[config.mk]
export PLATFORM = sky130hd
export DESIGN_NAME = fgra_front_flat
export DESIGN_NICKNAME = d
export VERILOG_FILES = /design/src/rtl/core/fgra_pkg.sv /design/src/rtl/core/fgra_if.sv /design/src/rtl/core/fgra_front.sv /design/src/flat_wrapper.sv
export SDC_FILE = /design/constraint.sdc
export NUM_CORES = 1
export LEC_CHECK = 0
export ABC_AREA = 1
export ABC_CLOCK_PERIOD_IN_PS = 11500
export BUFFER_PORTS_ARGS = -buffer_cell sky130_fd_sc_hd__buf_4
export CORE_MARGIN = 4
export CORE_UTILIZATION = 25
export DETAILED_ROUTE_END_ITERATION = 8
export GPL_ROUTABILITY_DRIVEN = 0
export PLACE_DENSITY_LB_ADDON = 0.12
export SLEW_MARGIN = 10
export SYNTH_ARGS = -nofsm -noshare
export SYNTH_HDL_FRONTEND = slang
export SYNTH_SLANG_ARGS = --single-unit
[constraint.sdc]
create_clock -name i_clk -period 11.5 [get_ports i_clk]
set_input_delay 0.575 -clock i_clk [delete_from_list [all_inputs] [get_ports i_clk]]
set_output_delay 0.575 -clock i_clk [all_outputs]
set_load 0.005 [all_outputs]
[src/rtl/core/fgra_pkg.sv]
// ============================================================================
// fgra_pkg
// Shared types and codes of the fence-gated range allocator.
// ============================================================================
package fgra_pkg;

    localparam logic OP_ALLOC   = 1'b0;
    localparam logic OP_RELEASE = 1'b1;

    localparam logic [1:0] ST_OK        = 2'd0;
    localparam logic [1:0] ST_NO_SPACE  = 2'd1;
    localparam logic [1:0] ST_LIST_FULL = 2'd2;

    localparam logic [8:0] CAP_RESET = 9'd256;

    typedef struct packed {
        logic        is_release;
        logic [8:0]  range_count;
        logic [7:0]  range_offset;
        logic [63:0] fence;
    } t_cmd;

    typedef struct packed {
        logic [1:0] status;
        logic [7:0] alloc_offset;
    } t_result;

endpackage

[src/rtl/core/fgra_if.sv]
// ============================================================================
// fgra_if
// Channel interfaces: request items, results and the capacity register write.
// ============================================================================
interface fgra_item_if;
    logic        valid;
    logic        ready;
    logic        opcode;
    logic [8:0]  range_count;
    logic [7:0]  range_offset;
    logic [63:0] fence;
    logic        last_of_batch;

    modport source (output valid, opcode, range_count, range_offset, fence, last_of_batch,
                    input ready);
    modport sink   (input valid, opcode, range_count, range_offset, fence, last_of_batch,
                    output ready);
endinterface


[src/rtl/core/fgra_front.sv]
// ============================================================================
// fgra_front
// Accepts request beats, classifies them and holds them in a two-entry queue.
// ============================================================================
module fgra_front (
    input  logic                 i_clk,
    input  logic                 i_rst_n,
    input  logic                 i_en,
    fgra_item_if.sink            i_item,
    output fgra_pkg::t_cmd       o_cmd,
    output logic                 o_cmd_valid,
    input  logic                 i_cmd_ready
);

    fgra_pkg::t_cmd r_q [2];
    logic           r_wp;
    logic           r_rp;
    logic [1:0]     r_cnt;
    logic           w_push;
    logic           w_pop;
    fgra_pkg::t_cmd w_cmd;

    assign i_item.ready = i_en && (r_cnt != 2'd2);
    assign w_push       = i_item.valid && i_item.ready;
    assign o_cmd_valid  = (r_cnt != 2'd0);
    assign w_pop        = o_cmd_valid && i_cmd_ready;
    assign o_cmd        = r_q[r_rp];

    always_comb begin
        w_cmd.is_release   = (i_item.opcode == fgra_pkg::OP_RELEASE);
        w_cmd.range_count  = i_item.range_count;
        w_cmd.range_offset = i_item.range_offset;
        w_cmd.fence        = i_item.fence;
    end

    always_ff @(posedge i_clk) begin
        if (w_push) begin
            r_q[r_wp] <= w_cmd;
        end
    end

    always_ff @(posedge i_clk) begin
        if (!i_rst_n) begin
            r_wp  <= 1'b0;
            r_rp  <= 1'b0;
            r_cnt <= 2'd0;
        end else begin
            if (w_push) begin
                r_wp <= ~r_wp;
            end
            if (w_pop) begin
                r_rp <= ~r_rp;
            end
            case ({w_push, w_pop})
                2'b10:   r_cnt <= r_cnt + 2'd1;
                2'b01:   r_cnt <= r_cnt - 2'd1;
                default: r_cnt <= r_cnt;
            endcase
        end
    end

endmodule

[src/flat_wrapper.sv]
// flat-port wrapper written by rule: the top's interface ports become plain ports
module fgra_front_flat 
  (i_clk, i_rst_n, i_en, o_cmd, o_cmd_valid, i_cmd_ready, i_item_valid, i_item_opcode, i_item_range_count, i_item_range_offset, i_item_fence, i_item_last_of_batch, i_item_ready);
  fgra_item_if i_item_i ();
  input  logic i_clk;
  input  logic i_rst_n;
  input  logic i_en;
  output fgra_pkg::t_cmd o_cmd;
  output logic o_cmd_valid;
  input  logic i_cmd_ready;
  input wire logic [$bits(i_item_i.valid)-1:0] i_item_valid;
  input wire logic [$bits(i_item_i.opcode)-1:0] i_item_opcode;
  input wire logic [$bits(i_item_i.range_count)-1:0] i_item_range_count;
  input wire logic [$bits(i_item_i.range_offset)-1:0] i_item_range_offset;
  input wire logic [$bits(i_item_i.fence)-1:0] i_item_fence;
  input wire logic [$bits(i_item_i.last_of_batch)-1:0] i_item_last_of_batch;
  output wire logic [$bits(i_item_i.ready)-1:0] i_item_ready;
  assign i_item_i.valid = i_item_valid;
  assign i_item_i.opcode = i_item_opcode;
  assign i_item_i.range_count = i_item_range_count;
  assign i_item_i.range_offset = i_item_range_offset;
  assign i_item_i.fence = i_item_fence;
  assign i_item_i.last_of_batch = i_item_last_of_batch;
  assign i_item_ready = i_item_i.ready;
  fgra_front u_core (.i_clk(i_clk), .i_rst_n(i_rst_n), .i_en(i_en), .i_item(i_item_i), .o_cmd(o_cmd), .o_cmd_valid(o_cmd_valid), .i_cmd_ready(i_cmd_ready));
endmodule
==> reports/qor.yml <==
routing:
  firstDrtPassIters: 4
  route.detailed.drc: 0
  drt_iter0_drc: 100
  antenna_left: 0
  via_count: 3209
  viasPerCell: 3.89
  wirelength_um: 13200
  wl_per_cell_um: 16.0
synth:
  netlist.area_leader.share_pct: 74.9
  syn_area_um2: 6570
  synth_top_area_cell: "edfxtp_1"
  syn_area_per_cell_um2: 22.4
  ys_ff_latch: 169
  ys_warn_count: 0
  synth_area_leaders: "edfxtp_1, mux2_4, buf_12"
  syn_inst: 294
  syn_nets: 383
  seq_area_frac_synth_pct: 76.4
  synth_cell_types: 16
finish:
  syn_to_final_growth_pct: 32.1
  final_nets: 567
  antenna_cells: 0
  final_common_cell: "buf_4"
  multi_input_area_um2: 1360
  final_cell_mix: "buf_4, edfxtp_1, mux2_4, clkbuf_16, nand2_1"
  layout-drive-gt1-share_pct: 58.8
  post-route-util_pct: 33.4
  layout.area.seq_um2: 5030
  nFillCells: 2521
sta:
  slew_viol_final: 0
  tightest_slew_ns: 1.04
  rsz0062_at_grt: "no"
  setup_viol: 0
  fin_crit_sh_pct: 28.3
  min_period_ns: 3.25
  clock_skew_ns: 0.0162
  relSlewSlack_pct: 30.9
  setup_tns_ns: 0
  fmax_mhz: 308
  hold_viol: 0
clock_network:
  clockRootBuffer: "clkbuf_16"
  ctsLongestPathBuffers: 2
  worst_setup_hold_path_clk_slew_ns: 0.07
  h-tree-depth: 4
  cts_resized: 0
  clock_latency_ns: 0.42
  clock-sinks: 169
  cts-hold-fix-buffers: 0
  cts_tree: "built"
  post_cts_buffers: 0
  cts_buffers: 17
grt:
  first_global_vias: 3443
  grt_pass1_wl_um: 19500
  grt_max_degree: 51
  globalRouteTotalUtil_pct: 9.00
  grt_overflow: 0
  antenna_found_initial: 0
critical_path:
  worstSetupPathType: "reg -> out"
  end_kind: "primary output"
  required_ns: 10.93
  path_max_fanout: 50
  cp_cell_sequence: "buf_4 -> mux2_2 -> buf_4"
  crit_path_top_delay_cell: "buf_4"
  worstPathArrival_ns: 2.67
  cp-start-kind: "flip-flop"
  cp_common_cell: "buf_4"
  cpPeakStageDelay_ns: 0.89
power:
  vdd_drop_max_uv: 85.0
  p_leak_nw: 3.31
  power_density_nw_per_um2: 168
flow_run:
  maxCapViolCount: 0
place:
  port-buffer-count: 170
  dp_hpwl_um: 8410
floorplan:
  core-area_um2: 26000
  num_rows: 59
  fp.dieW_um: 170
  die_area_um2: 29000
  die_h_um: 170
  initial_utilization_pct: 25.3
  ios: 172
worst_hold_path:
  hold_class: "in -> reg"
outcome:
  status: "complete, no violations"
-- through the flow --
step                      hold WS [ns]  setup WS [ns]  power, mW  cell area [µm²]  std cells
after global routing             0.309           8.07       1.54             8680        825
after detailed placement         0.476           8.59      0.954             8140        794
after floorplan                  0.451           6.86      0.861             6570        294
after CTS                        0.306           8.13       1.49             8680        825
after global placement           0.472           8.64      0.951             8140        794
final                            0.334           8.25       1.46             8680        825
-- power by group --
part           internal [mW]  leakage, nW  switching [mW]
combinational          0.130         1.50          0.0790
clock                  0.281        0.263           0.245
sequential             0.708         1.55          0.0171
-- layout make-up --
type	count	share of cell area, %
inverters	7	0.332
clock buffers	17	4.90
well taps	335	4.83
multi-input cells	109	15.7
repair buffers	174	15.0
clock inverters	14	1.31
flip-flops and latches	169	57.9
-- cells in the mapped netlist (all sizes together) --
library cell and instances:
edfxtp 164, ha 1, buf 9, o21ai 1, a21boi 1, nand3 2
mux2 82, nand4 2, o21a 1, nand2 9, inv 7, a21oi 1
nor2 9, dfxtp 5
-- final timing paths --
check,start,endpoint,slack [ns],cells past startpoint
max,flip-flop,o_cmd[72],8.25,3
min,i_item_fence[32],u_core.r_q[1][32],0.33,1
max reg2reg,u_core.r_cnt[0],u_core.r_q[1][34],9.26,5
min reg2reg,u_core.r_rp,u_core.r_rp,0.49,2
-- cell families after synthesis --
| logic type | count (synthesis) | share of synthesized area, % |
|---|---|---|
| flops | 169 | 76.4 |
| mux | 82 | 18.6 |
| simple gates | 22 | 1.37 |
| buf+inv | 16 | 3.01 |
| compound gates | 4 | 0.381 |
| fa+ha+maj | 1 | 0.190 |
-- sequential cells by signal, summed over array words and instances (netlist names), named ones only --
register      flops
u_core.r_q      164
u_core.r_cnt      2
u_core.r_rp       1
u_core.r_wp       1
-- worst max-delay path: cells and delay by family, from the launching register on --
family	cells	cell delay, ns
mux	1	0.42
buf+inv	2	1.02
flops	1	0.76
-- layer usage --
| layer | vias up | wire length (µm) | GRT usage (%) |
|---|---|---|---|
| met1 | 1580 | 5770 | 11.1 |
| li1 | 1511 | - | - |
| met4 | 0 | 162 | 3.44 |
| met3 | 8 | 996 | 3.44 |
| met5 | - | 0 | 0 |
| met2 | 110 | 6260 | 14.3 |
No activity file was read; power rests on OpenSTA's default activity.
